==> src/hw/rtl/sha256_stream_hasher_core_macros.svh <==
// Assertion macros for the SHA-256 stream hasher core.
`ifndef SHA256_STREAM_HASHER_CORE_MACROS_SVH
`define SHA256_STREAM_HASHER_CORE_MACROS_SVH
`ifndef SYNTHESIS
`define SHS_ASSERT_IMPL(label, clk, rst, prop, msg) \
   label: assert property (@(posedge clk) disable iff (rst) prop) else $error(msg);
`define SHS_ASSERT_RST(label, clk, prop, msg) \
   label: assert property (@(posedge clk) prop) else $error(msg);
`else
`define SHS_ASSERT_IMPL(label, clk, rst, prop, msg)
`define SHS_ASSERT_RST(label, clk, prop, msg)
`endif
`endif

==> src/hw/rtl/shs_pkg.sv <==
// ----------------------------------------------------------------------------
// shs_pkg
// Types, constants and round functions shared by the SHA-256 hasher.
// ----------------------------------------------------------------------------
`timescale 1ns / 1ps
package shs_pkg;
   localparam int unsigned BlockBytes = 64;
   localparam int unsigned DigestWords = 8;
   localparam logic [7:0] PadMark = 8'h80;

   typedef enum logic [3:0] {
      ST_IDLE, ST_LOAD, ST_ROUND, ST_ADD, ST_PADW, ST_PADL, ST_EMIT
   } state_type;

   typedef logic [31:0] word_type;

   function automatic word_type round_k(input logic [5:0] idx);
      word_type k [64] = '{
         32'h428a2f98, 32'h71374491, 32'hb5c0fbcf, 32'he9b5dba5, 32'h3956c25b, 32'h59f111f1,
         32'h923f82a4, 32'hab1c5ed5, 32'hd807aa98, 32'h12835b01, 32'h243185be, 32'h550c7dc3,
         32'h72be5d74, 32'h80deb1fe, 32'h9bdc06a7, 32'hc19bf174, 32'he49b69c1, 32'hefbe4786,
         32'h0fc19dc6, 32'h240ca1cc, 32'h2de92c6f, 32'h4a7484aa, 32'h5cb0a9dc, 32'h76f988da,
         32'h983e5152, 32'ha831c66d, 32'hb00327c8, 32'hbf597fc7, 32'hc6e00bf3, 32'hd5a79147,
         32'h06ca6351, 32'h14292967, 32'h27b70a85, 32'h2e1b2138, 32'h4d2c6dfc, 32'h53380d13,
         32'h650a7354, 32'h766a0abb, 32'h81c2c92e, 32'h92722c85, 32'ha2bfe8a1, 32'ha81a664b,
         32'hc24b8b70, 32'hc76c51a3, 32'hd192e819, 32'hd6990624, 32'hf40e3585, 32'h106aa070,
         32'h19a4c116, 32'h1e376c08, 32'h2748774c, 32'h34b0bcb5, 32'h391c0cb3, 32'h4ed8aa4a,
         32'h5b9cca4f, 32'h682e6ff3, 32'h748f82ee, 32'h78a5636f, 32'h84c87814, 32'h8cc70208,
         32'h90befffa, 32'ha4506ceb, 32'hbef9a3f7, 32'hc67178f2};
      return k[idx];
   endfunction

   function automatic word_type init_h(input logic [2:0] idx);
      word_type h [8] = '{32'h6a09e667, 32'hbb67ae85, 32'h3c6ef372, 32'ha54ff53a,
                          32'h510e527f, 32'h9b05688c, 32'h1f83d9ab, 32'h5be0cd19};
      return h[idx];
   endfunction

   function automatic word_type rotr(input word_type x, input int unsigned n);
      return (x >> n) | (x << (32 - n));
   endfunction
endpackage

==> src/hw/rtl/shs_stream_if.sv <==
// ----------------------------------------------------------------------------
// shs_req_if / shs_rsp_if
// Valid/ready channels for message bytes and digest words.
// ----------------------------------------------------------------------------
`timescale 1ns / 1ps
interface shs_req_if;
   logic       valid;
   logic       ready;
   logic [7:0] data_byte;
   logic       byte_valid;
   logic       last;
   modport source (output valid, data_byte, byte_valid, last, input ready);
   modport sink (input valid, data_byte, byte_valid, last, output ready);
endinterface

interface shs_rsp_if;
   logic        valid;
   logic        ready;
   logic [31:0] digest_word;
   logic [2:0]  word_index;
   logic        last_word;
   logic        length_overflow;
   modport source (output valid, digest_word, word_index, last_word, length_overflow,
                   input ready);
   modport sink (input valid, digest_word, word_index, last_word, length_overflow,
                 output ready);
endinterface

==> src/hw/rtl/sha256_stream_hasher_core.sv <==
// ----------------------------------------------------------------------------
// sha256_stream_hasher_core
// SHA-256 over a byte stream, one byte per request beat, digest as 8 beats.
// ----------------------------------------------------------------------------
// Request beats carry one byte, a byte_valid flag and a last marker. Bytes are
// packed into a 16 x 32 block RAM. A beat with byte_valid 0 and last 0 is
// dropped. The 64th byte of a block starts a compression: the LOAD state reads
// the words from the RAM, the ROUND state runs one round a cycle and the ADD
// state adds into the chaining value; req.ready stays low. On last, the
// pad byte and zero words are written one word a cycle, the length goes into
// the final two words, and one or two compressions follow. Then eight
// response beats give the digest, word 0 first, with last_word on word 7.
// Byte beats that fill no block do not stall; a full block stalls for its
// compression. While rsp.ready is low the current digest beat holds and no
// request is taken. Reset (synchronous) restores the initial hash values,
// clears the byte count and overflow flag; the block RAM needs no clearing.
// ----------------------------------------------------------------------------
`timescale 1ns / 1ps
`include "sha256_stream_hasher_core_macros.svh"
module sha256_stream_hasher_core (
   input logic  clock,
   input logic  reset,
   shs_req_if.sink   req,
   shs_rsp_if.source rsp
);
   import shs_pkg::*;

   state_type   state_ff, state_in;
   logic [31:0] count_ff, count_in;
   logic        ovf_ff, ovf_in;
   logic        fin_ff, fin_in;
   logic        two_ff, two_in;
   logic [6:0]  cnt_ff, cnt_in;
   logic [3:0]  pw_ff, pw_in;
   word_type    chain_ff [8];
   word_type    vars [8];

   logic        we;
   logic [3:0]  waddr, wstrb, raddr;
   word_type    wdata, rdata;
   logic        start, load_en, step;
   logic        take, add_byte;
   logic [5:0]  fill;
   logic [31:0] cnt_p1;

   shs_block_ram u_ram (.clock, .we, .waddr, .wstrb, .wdata, .raddr, .rdata);
   shs_round_unit u_round (.clock, .start, .load_en, .load_word(rdata), .step,
                           .round(cnt_ff[5:0]), .chain_in(chain_ff), .vars_out(vars));

   assign take = req.valid && req.ready;
   assign add_byte = take && req.byte_valid;
   assign cnt_p1 = count_ff + 32'd1;
   assign fill = count_ff[5:0];

   always_comb begin
      state_in = state_ff;
      case (state_ff)
         ST_IDLE: if (take) begin
            if (add_byte && cnt_p1[5:0] == 6'd0) state_in = ST_LOAD;
            else if (req.last) state_in = ST_PADW;
         end
         ST_LOAD: if (cnt_ff == 7'd16) state_in = ST_ROUND;
         ST_ROUND: if (cnt_ff == 7'd63) state_in = ST_ADD;
         ST_ADD: begin
            if (!fin_ff) state_in = ST_IDLE;
            else if (two_ff) state_in = ST_PADW;
            else state_in = ST_EMIT;
         end
         ST_PADW: if (pw_ff == 4'd15 || (pw_ff == 4'd13 && !two_ff)) begin
            state_in = two_ff ? ST_LOAD : ST_PADL;
         end
         ST_PADL: if (pw_ff == 4'd15) state_in = ST_LOAD;
         ST_EMIT: if (rsp.ready && cnt_ff[2:0] == 3'd7) state_in = ST_IDLE;
         default: state_in = ST_IDLE;
      endcase
   end

   always_comb begin
      count_in = count_ff; ovf_in = ovf_ff; fin_in = fin_ff; two_in = two_ff;
      cnt_in = cnt_ff; pw_in = pw_ff;
      we = 1'b0; waddr = fill[5:2]; wstrb = 4'b0; wdata = '0;
      raddr = cnt_ff[3:0]; start = 1'b0; load_en = 1'b0; step = 1'b0;
      case (state_ff)
         ST_IDLE: begin
            cnt_in = '0;
            if (add_byte) begin
               we = 1'b1;
               wstrb = 4'b1000 >> fill[1:0];
               wdata = {4{req.data_byte}};
               count_in = cnt_p1;
               if (cnt_p1 == 32'd0) ovf_in = 1'b1;
            end
            if (take && req.last) begin
               fin_in = 1'b1;
               pw_in = add_byte ? cnt_p1[5:2] : fill[5:2];
               two_in = add_byte ? (cnt_p1[5:0] >= 6'd56) : (fill >= 6'd56);
               if (add_byte && cnt_p1[5:0] == 6'd0) begin
                  two_in = 1'b1;
               end
            end
         end
         ST_LOAD: begin
            raddr = cnt_ff[3:0];
            load_en = (cnt_ff != 7'd0);
            start = (cnt_ff == 7'd16);
            cnt_in = (cnt_ff == 7'd16) ? 7'd0 : cnt_ff + 7'd1;
         end
         ST_ROUND: begin
            step = 1'b1;
            cnt_in = cnt_ff + 7'd1;
         end
         ST_ADD: begin
            cnt_in = '0;
            if (fin_ff && two_ff) begin
               two_in = 1'b0;
               pw_in = '0;
            end
         end
         ST_PADW: begin
            we = 1'b1; waddr = pw_ff; wstrb = 4'b1111;
            if (pw_ff == fill[5:2] && fin_ff && cnt_ff == 7'd0) begin
               wstrb = 4'b1111 >> fill[1:0];
               wdata = {PadMark, 24'd0} >> {fill[1:0], 3'b000};
            end
            cnt_in = 7'd1;
            pw_in = pw_ff + 4'd1;
            if (pw_ff == 4'd15 || (pw_ff == 4'd13 && !two_ff)) cnt_in = '0;
         end
         ST_PADL: begin
            we = 1'b1; waddr = pw_ff; wstrb = 4'b1111;
            wdata = (pw_ff == 4'd14) ? {29'd0, count_ff[31:29]} : {count_ff[28:0], 3'b000};
            pw_in = pw_ff + 4'd1;
            cnt_in = '0;
         end
         ST_EMIT: begin
            if (rsp.ready) begin
               cnt_in = cnt_ff + 7'd1;
               if (cnt_ff[2:0] == 3'd7) begin
                  count_in = '0; ovf_in = 1'b0; fin_in = 1'b0; cnt_in = '0;
               end
            end
         end
         default: ;
      endcase
   end

   always_ff @(posedge clock) begin
      if (reset) begin
         state_ff <= ST_IDLE;
         count_ff <= '0; ovf_ff <= 1'b0; fin_ff <= 1'b0; two_ff <= 1'b0;
         cnt_ff <= '0; pw_ff <= '0;
         for (int i = 0; i < 8; i++) chain_ff[i] <= init_h(3'(i));
      end else begin
         state_ff <= state_in;
         count_ff <= count_in; ovf_ff <= ovf_in; fin_ff <= fin_in; two_ff <= two_in;
         cnt_ff <= cnt_in; pw_ff <= pw_in;
         if (state_ff == ST_ADD) begin
            for (int i = 0; i < 8; i++) chain_ff[i] <= chain_ff[i] + vars[i];
         end
         if (state_ff == ST_EMIT && rsp.ready && cnt_ff[2:0] == 3'd7) begin
            for (int i = 0; i < 8; i++) chain_ff[i] <= init_h(3'(i));
         end
      end
   end

   assign req.ready = (state_ff == ST_IDLE);
   assign rsp.valid = (state_ff == ST_EMIT);
   assign rsp.digest_word = chain_ff[cnt_ff[2:0]];
   assign rsp.word_index = cnt_ff[2:0];
   assign rsp.last_word = (cnt_ff[2:0] == 3'd7);
   assign rsp.length_overflow = ovf_ff;

   `SHS_ASSERT_IMPL(a_no_ready_busy, clock, reset, rsp.valid |-> !req.ready, "ready while emitting")
   `SHS_ASSERT_IMPL(a_emit_from_add, clock, reset, $rose(rsp.valid) |-> $past(state_ff == ST_ADD), "digest without compression")
   `SHS_ASSERT_IMPL(a_round_bound, clock, reset, (state_ff == ST_ROUND) |-> (cnt_ff < 7'd64), "round counter out of range")
endmodule

==> src/hw/rtl/shs_block_ram.sv <==
// ----------------------------------------------------------------------------
// shs_block_ram
// 16 x 32 block buffer with byte-lane writes and a registered read.
// ----------------------------------------------------------------------------
`timescale 1ns / 1ps
module shs_block_ram (
   input  logic        clock,
   input  logic        we,
   input  logic [3:0]  waddr,
   input  logic [3:0]  wstrb,
   input  logic [31:0] wdata,
   input  logic [3:0]  raddr,
   output logic [31:0] rdata
);
   logic [31:0] mem [16];
   always_ff @(posedge clock) begin
      if (we) begin
         for (int i = 0; i < 4; i++) begin
            if (wstrb[i]) mem[waddr][8*i +: 8] <= wdata[8*i +: 8];
         end
      end
      rdata <= mem[raddr];
   end
endmodule

==> src/hw/rtl/shs_round_unit.sv <==
// ----------------------------------------------------------------------------
// shs_round_unit
// One SHA-256 round and schedule step per step cycle, over a 16-word window.
// ----------------------------------------------------------------------------
`timescale 1ns / 1ps
module shs_round_unit (
   input  logic                clock,
   input  logic                start,
   input  logic                load_en,
   input  shs_pkg::word_type   load_word,
   input  logic                step,
   input  logic [5:0]          round,
   input  shs_pkg::word_type   chain_in [8],
   output shs_pkg::word_type   vars_out [8]
);
   import shs_pkg::*;
   word_type w_ff [16];
   word_type v_ff [8];
   word_type w_new, wt, s0, s1, t1, t2, e, a;

   always_comb begin
      s0 = rotr(w_ff[1], 7) ^ rotr(w_ff[1], 18) ^ (w_ff[1] >> 3);
      s1 = rotr(w_ff[14], 17) ^ rotr(w_ff[14], 19) ^ (w_ff[14] >> 10);
      w_new = s1 + w_ff[9] + s0 + w_ff[0];
      wt = (round < 6'd16) ? w_ff[round[3:0]] : w_new;
      e = v_ff[4];
      a = v_ff[0];
      t1 = v_ff[7] + (rotr(e, 6) ^ rotr(e, 11) ^ rotr(e, 25))
         + ((e & v_ff[5]) ^ (~e & v_ff[6])) + round_k(round) + wt;
      t2 = (rotr(a, 2) ^ rotr(a, 13) ^ rotr(a, 22))
         + ((a & v_ff[1]) ^ (a & v_ff[2]) ^ (v_ff[1] & v_ff[2]));
   end

   always_ff @(posedge clock) begin
      if (load_en) begin
         for (int i = 0; i < 15; i++) w_ff[i] <= w_ff[i+1];
         w_ff[15] <= load_word;
      end else if (step && round >= 6'd16) begin
         for (int i = 0; i < 15; i++) w_ff[i] <= w_ff[i+1];
         w_ff[15] <= w_new;
      end
      if (start) begin
         v_ff <= chain_in;
      end else if (step) begin
         v_ff[7] <= v_ff[6]; v_ff[6] <= v_ff[5]; v_ff[5] <= v_ff[4];
         v_ff[4] <= v_ff[3] + t1;
         v_ff[3] <= v_ff[2]; v_ff[2] <= v_ff[1]; v_ff[1] <= v_ff[0];
         v_ff[0] <= t1 + t2;
      end
   end
   assign vars_out = v_ff;
endmodule
==> src/flat_wrapper.sv <==
// flat-port wrapper written by rule: the top's interface ports become plain ports
module sha256_stream_hasher_core_flat import shs_pkg::*;
  (clock, reset, req_valid, req_data_byte, req_byte_valid, req_last, req_ready, rsp_valid, rsp_digest_word, rsp_word_index, rsp_last_word, rsp_length_overflow, rsp_ready);
  shs_req_if req_i ();
  shs_rsp_if rsp_i ();
  input logic clock;
  input logic reset;
  input wire logic [$bits(req_i.valid)-1:0] req_valid;
  input wire logic [$bits(req_i.data_byte)-1:0] req_data_byte;
  input wire logic [$bits(req_i.byte_valid)-1:0] req_byte_valid;
  input wire logic [$bits(req_i.last)-1:0] req_last;
  output wire logic [$bits(req_i.ready)-1:0] req_ready;
  output wire logic [$bits(rsp_i.valid)-1:0] rsp_valid;
  output wire logic [$bits(rsp_i.digest_word)-1:0] rsp_digest_word;
  output wire logic [$bits(rsp_i.word_index)-1:0] rsp_word_index;
  output wire logic [$bits(rsp_i.last_word)-1:0] rsp_last_word;
  output wire logic [$bits(rsp_i.length_overflow)-1:0] rsp_length_overflow;
  input wire logic [$bits(rsp_i.ready)-1:0] rsp_ready;
  assign req_i.valid = req_valid;
  assign req_i.data_byte = req_data_byte;
  assign req_i.byte_valid = req_byte_valid;
  assign req_i.last = req_last;
  assign req_ready = req_i.ready;
  assign rsp_valid = rsp_i.valid;
  assign rsp_digest_word = rsp_i.digest_word;
  assign rsp_word_index = rsp_i.word_index;
  assign rsp_last_word = rsp_i.last_word;
  assign rsp_length_overflow = rsp_i.length_overflow;
  assign rsp_i.ready = rsp_ready;
  sha256_stream_hasher_core u_core (.clock(clock), .reset(reset), .req(req_i), .rsp(rsp_i));
endmodule
==> config.mk <==
export PLATFORM = sky130hd
export DESIGN_NAME = sha256_stream_hasher_core_flat
export DESIGN_NICKNAME = d
export VERILOG_FILES = /design/src/hw/rtl/shs_pkg.sv /design/src/hw/rtl/shs_stream_if.sv /design/src/hw/rtl/sha256_stream_hasher_core.sv /design/src/hw/rtl/shs_block_ram.sv /design/src/hw/rtl/shs_round_unit.sv /design/src/flat_wrapper.sv
export VERILOG_INCLUDE_DIRS = /design/src /design/src/hw/rtl
export SDC_FILE = /design/constraint.sdc
export NUM_CORES = 2
export LEC_CHECK = 0
export BUFFER_PORTS_ARGS = -buffer_cell sky130_fd_sc_hd__buf_4
export CORE_MARGIN = 1.5
export CORE_UTILIZATION = 31
export CTS_BUF_LIST = sky130_fd_sc_hd__clkbuf_8
export DETAILED_ROUTE_END_ITERATION = 6
export SLEW_MARGIN = 0
export SYNTH_ARGS = -nofsm -noshare
export SYNTH_HDL_FRONTEND = slang
export SYNTH_SLANG_ARGS = --single-unit
export TNS_END_PERCENT = 5
==> constraint.sdc <==
create_clock -name clock -period 23.6 [get_ports clock]
set_clock_uncertainty 0.15 [all_clocks]
set_input_delay 1.18 -clock clock [delete_from_list [all_inputs] [get_ports clock]]
set_output_delay 1.18 -clock clock [all_outputs]
set_load 0.03 [all_outputs]
[After elaboration in Yosys (flattened, before gate mapping)]
Memory sizes are Yosys's and may differ from the RTL's. A register that Yosys moved wholly into a read port is not among the register bits.
Index checks and enable logic that the tools add are counted.
Storage, ports and cells
  output and inout bits: 39
  logic and storage cells: 254
  bits in read-only memories: 2048
  input port bits: 14
  memories: 3
  memory bits (writable): 1024
  register bits after elaboration: 562
Memory list
  (no name shown): depth 64, bits a word 32, read ports 1, clocked after Yosys merged registers in 0, wr ports 0, line shs_pkg.sv:30  | return k[idx];
  u_core.u_ram.mem: depth 16, bits a word 32, read ports 1, clocked after Yosys merged registers in 1, wr ports 1, line shs_block_ram.sv:15  | logic [31:0] mem [16];
  u_core.u_round.w_ff: depth 16, bits a word 32, read ports 17, clocked after Yosys merged registers in 1, wr ports 16, line shs_round_unit.sv:17  | word_type w_ff [16];
Operators by class
  muxes and demuxes: 93
  equal/unequal tests: 26
  magnitude comparators: 6
  bitwise gates (word level): 45
  shift operators: 3
  add/subtract/negate cells: 21
  reductions and logical operators: 34
Operators with widths (count)
  $mux W32: 27
  $add A32 B32 Y32: 18
  $mux W256: 2
  $xor A32 B32 Y32: 9
  $and A32 B32 Y32: 5
  $bmux W32 S3: 1
  $pmux W32 S3: 1
  $mux W4: 17
  $pmux W32 S2: 1
  $pmux W7 S5: 1
  $add A32 B1 Y32 const B: 1
  $logic_not A32 Y1: 1
  $not A32 Y32: 1
  $or A10 B32 Y32: 1
  $or A13 B32 Y32: 1
  $or A14 B32 Y32: 1
  $or A15 B32 Y32: 1
  $or A19 B32 Y32: 1
  $or A21 B32 Y32: 1
  $or A25 B32 Y32: 1
  $or A26 B32 Y32: 1
  $or A30 B32 Y32: 1
  $or A7 B32 Y32: 1
  $shr A32 B5 Y32 const A: 1
  48 further kinds: 132

[Logic depth before layout (Yosys ltp)]
An unclocked memory read counts as a cell.
  depth after elaboration: 12
  gate-level depth with buffers: 48
  depth with buffers taken out: 48

[By module]
From an unflattened synthesis, not the netlist that was laid out.
Unflattened totals
  cell total of the unflattened synthesis: 7712
  area, all modules: 92897.8 sq um
By module, submodules not included
  shs_round_unit: sequential area each 23062.1 sq um, cells an instance 3595, times used 1, area each 46967.5 sq um
  sha256_stream_hasher_core: sequential area each 6105.9 sq um, cells an instance 3208, times used 1, area each 25831.0 sq um
  shs_block_ram: sequential area each 16015.4 sq um, cells an instance 909, times used 1, area each 20099.3 sq um

[Worst setup path before layout]
No wires, ideal clock.
  path type: reg2reg
  start point: register u_core.cnt_ff[0]
  end point: memory u_core.u_round.w_ff[0][0] (netlist name) (enable)
  data required time: 22.049 ns
  library setup time: 1.401 ns
  cell stages (with the launch flop): 11
  path slack: -1.847 ns
  arrival time: 23.896 ns
  buffers on the path: 3
  period minus slack after synthesis: 25.447 ns
  cell sequence: dfxtp_1 -> clkbuf_1 -> clkbuf_1 -> buf_1 -> clkinv_1 -> ha_1 -> nand2_1 -> nor3_1 -> nand2_1 -> a22oi_1 -> nor2_1
RTL lines
  from (decl): line sha256_stream_hasher_core.sv:33  | logic [6:0] cnt_ff, cnt_in;
  from (signal assigned): line sha256_stream_hasher_core.sv:156  | cnt_ff <= cnt_in; pw_ff <= pw_in;
  to (decl): line shs_round_unit.sv:17

==> impl_metrics.tcl <==
set metrics [dict create \
    vias_per_cell 5.320 \
    clock-sinks 1621 \
    dr.pass1.iters 7 \
    coreArea_um2 297000 \
    areaGrowthSynthToFinish_pct 10.78 \
    synthDominantCellAreaShare_pct 41.51 \
    drive_gt1_share_pct 12.16 \
    whs_path_depth 0 \
    setup_viol 0 \
    synth-xor-area-share_pct 5.676 \
    wl_met2_um 134500 \
    cpMostUsedCell "inv_1" \
    syn_area_um2 92600 \
    die_x_um 549.5 \
    synth_flop_cell "edfxtp_1" \
    post-cts-setup-buffers 0 \
    setup-tns-final_ns 0 \
    muxShareOfSynthArea_pct 10.24 \
    cp.depth 48 \
    clk_pin_slew_worst_paths_ns 0.06 \
    globalRoute.totalOverflow 0 \
    synth_top_family_by_area "compound AO/OA/AOI/OAI gates" \
    syn_nets 8692 \
    synth.avg_cell_area_um2 11.48 \
    wl_met3_um 19870 \
    cp_slowest_stage_delay_ns 0.54 \
    highest_layer "met5" \
    htreeDepth 5 \
    worstMarginPinSlew_ns 1.289 \
    grt_setup_unrepaired "false" \
    synthAdderAreaFrac_pct 9.907 \
    required_ns 24.13 \
    grt_pass1_wl_um 425500 \
    start_util_pct 31.17 \
    nets 8705 \
    synth_simple_gate_area_share_pct 10.25 \
    wl_per_cell_um 23.60 \
    critPathTopFamily "compound AO/OA/AOI/OAI gates" \
    cts_tree "yes" \
    yosys_register_bits 1621 \
    synth_largest_area_cell "edfxtp_1" \
    worst_setup_path_start_kind "flop" \
    crit_buf_inv 7 \
    wl_um 288800 \
    clock.fmax_mhz 82.59 \
    maxCapViolCount 0 \
    grt_max_degree 142 \
    synth_top_cells_by_area "edfxtp_1 (42%), mux4_2 (9.4%), dfxtp_1 (7.4%)" \
    io_buffer_count 52 \
    ys_warn_count 0 \
    die-height_um 549.5 \
    async_flop_share_pct 0 \
    drv_slew 0 \
    min_path_type "reg2reg" \
    synth_cell_type_count 95 \
    syn_inst 8067 \
    synth_compound_area_share_pct 11.44 \
    finalCriticalPeriod_ns 12.11 \
    slowest_stage "fa_1" \
    cp_max_fo 5 \
    root_buffer "clkbuf_8" \
    finalCritPeriodShare_pct 51.31 \
    path_class "reg2reg" \
    relSlewSlack_pct 13.97 \
    ctsHoldBuffers 0 \
    fillCellCount 29050 \
    antenna_left 0 \
    cts-resized-gates 0 \
    drtIter0Drc 6539 \
    num_io_pins 53 \
    crit_path_end_kind "flop" \
    hpwl_um 207300 \
    grt_antenna_before_repair 14 \
    finalHoldViolCount 0 \
    cp.arrival_ns 12.64 \
    synth_edf_count 1280 \
    clk_latency_ns 0.99 \
    cts.path.max_buffers 4 \
    cts_buffers 283 \
    route.detailed.drc 0 \
    grt_usage_pct 18.69 \
    vias 65100 \
    ys_seq_area_share_pct 48.88 \
    rr_worst_depth 48 \
    status "complete, no violations" \
    die_area_um2 302000 \
    fp-row-count 200 \
    gp_congestion 0.9460 \
    grt_pass1_vias 63820 \
    met1Wirelength_um 123400 \
]
[final timing paths]
kind                          startpoint                    endpoint  slack [ns]
min reg2reg  u_core.u_round.w_ff[10][26]  u_core.u_round.w_ff[9][26]        0.24
min          u_core.u_round.w_ff[10][26]  u_core.u_round.w_ff[9][26]        0.24
max reg2reg  u_core.u_round.w_ff[14][20]        u_core.u_round.a[31]       11.49
max          u_core.u_round.w_ff[14][20]        u_core.u_round.a[31]       11.49
[final cells by class]
class	count	area, um^2	area share [%]
sequential	1621	45290	44.15
clock inverter	194	1222	1.192
multi-input combinational	5560	44070	42.96
clock buffer	303	4170	4.065
timing repair buffer	139	1106	1.078
tap	3939	4928	4.804
inverter	475	1785	1.740
antenna	6	15.01	0.01464
[cells in the final DEF, fill, tap and decap left out, types with 333 or more instances in the layout]
| cell type | netlist | final |
|---|---|---|
| a21oi_1 | 527 | 527 |
| nor2_1 | 400 | 393 |
| mux4_2 | 388 | 388 |
| edfxtp_1 | 1280 | 1280 |
| dfxtp_1 | 341 | 333 |
| nand2_1 | 1285 | 1284 |
| ha_1 | 414 | 414 |
| o21ai_0 | 367 | 367 |
| inv_1 | 471 | 556 |
| xnor2_1 | 388 | 388 |
[cell usage after synthesis (all sizes together), types with 24 or more instances]
cell and instances:
a211oi 63, a21o 188, a21oi 528, a22o 34, a31oi 49, and2 24, and3 51, buf 88
clkbuf 323, dfxtp 341, edfxtp 1280, fa 197, ha 414, inv 472, mux2 37, mux2i 33
mux4 388, nand2 1285, nand2b 62, nand3 89, nor2 400, nor2b 56, nor3 107, o211ai 113
o21a 51, o21ai 375, o21bai 53, o31ai 31, or3 31, xnor2 388, xor2 207
[worst reg2reg max path: cells and delay by family (launching register included)]
family                   cells  cell delay [ns]
adder cells (fa/ha/maj)      9             3.81
XOR/XNOR                     5             1.20
multiplexers                 2             0.47
flip-flops                   1             0.49
buffers and inverters        7             0.42
AND/OR/NAND/NOR              8             1.00
AO/OA/AOI/OAI               17             4.27
[metal layers]
layer  global-route usage (%)  up-vias
met2                    30.28     2526
met5                        0        -
met3                    2.966      484
met4                    6.924        4
met1                    25.14    32700
li1                         -    29380
[state kept, by name, indices dropped and copies added (netlist names), 7 cells and up, named ones only]
signal / count
u_core.chain_ff: 256
u_core.cnt_ff: 7
u_core.count_ff: 32
u_core.u_ram.mem: 512
u_core.u_ram.rdata: 32
u_core.u_round.a: 32
u_core.u_round.e: 32
u_core.u_round.vars_out: 192
u_core.u_round.w_ff: 512
[logic make-up after synthesis]
kind of cell               count (synthesis)
muxes                                    458
buffers and inverters                    886
xor gates and xnor gates                 597
and+or+nand+nor                         2213
DFF                                     1621
AOI/OAI and AO/OA                       1676
adders and majority gates                616
[per-stage QoR]
step	cell area [um^2]	cells	hold slack, ns	utilization, %	setup slack, ns
after floorplan	92600	8067	0.2707	-	6.845
after global placement	97180	11730	0.2730	32.72	11.73
after detailed placement	97180	11730	0.2778	32.72	11.73
after CTS	102600	12230	0.2470	34.53	11.66
after global routing	102600	12240	0.2409	34.54	10.99
final	102600	12240	0.2429	34.54	11.49
Power is not shown: default switching activity piles up to over one toggle a cycle in this logic, so the estimate is an artifact.
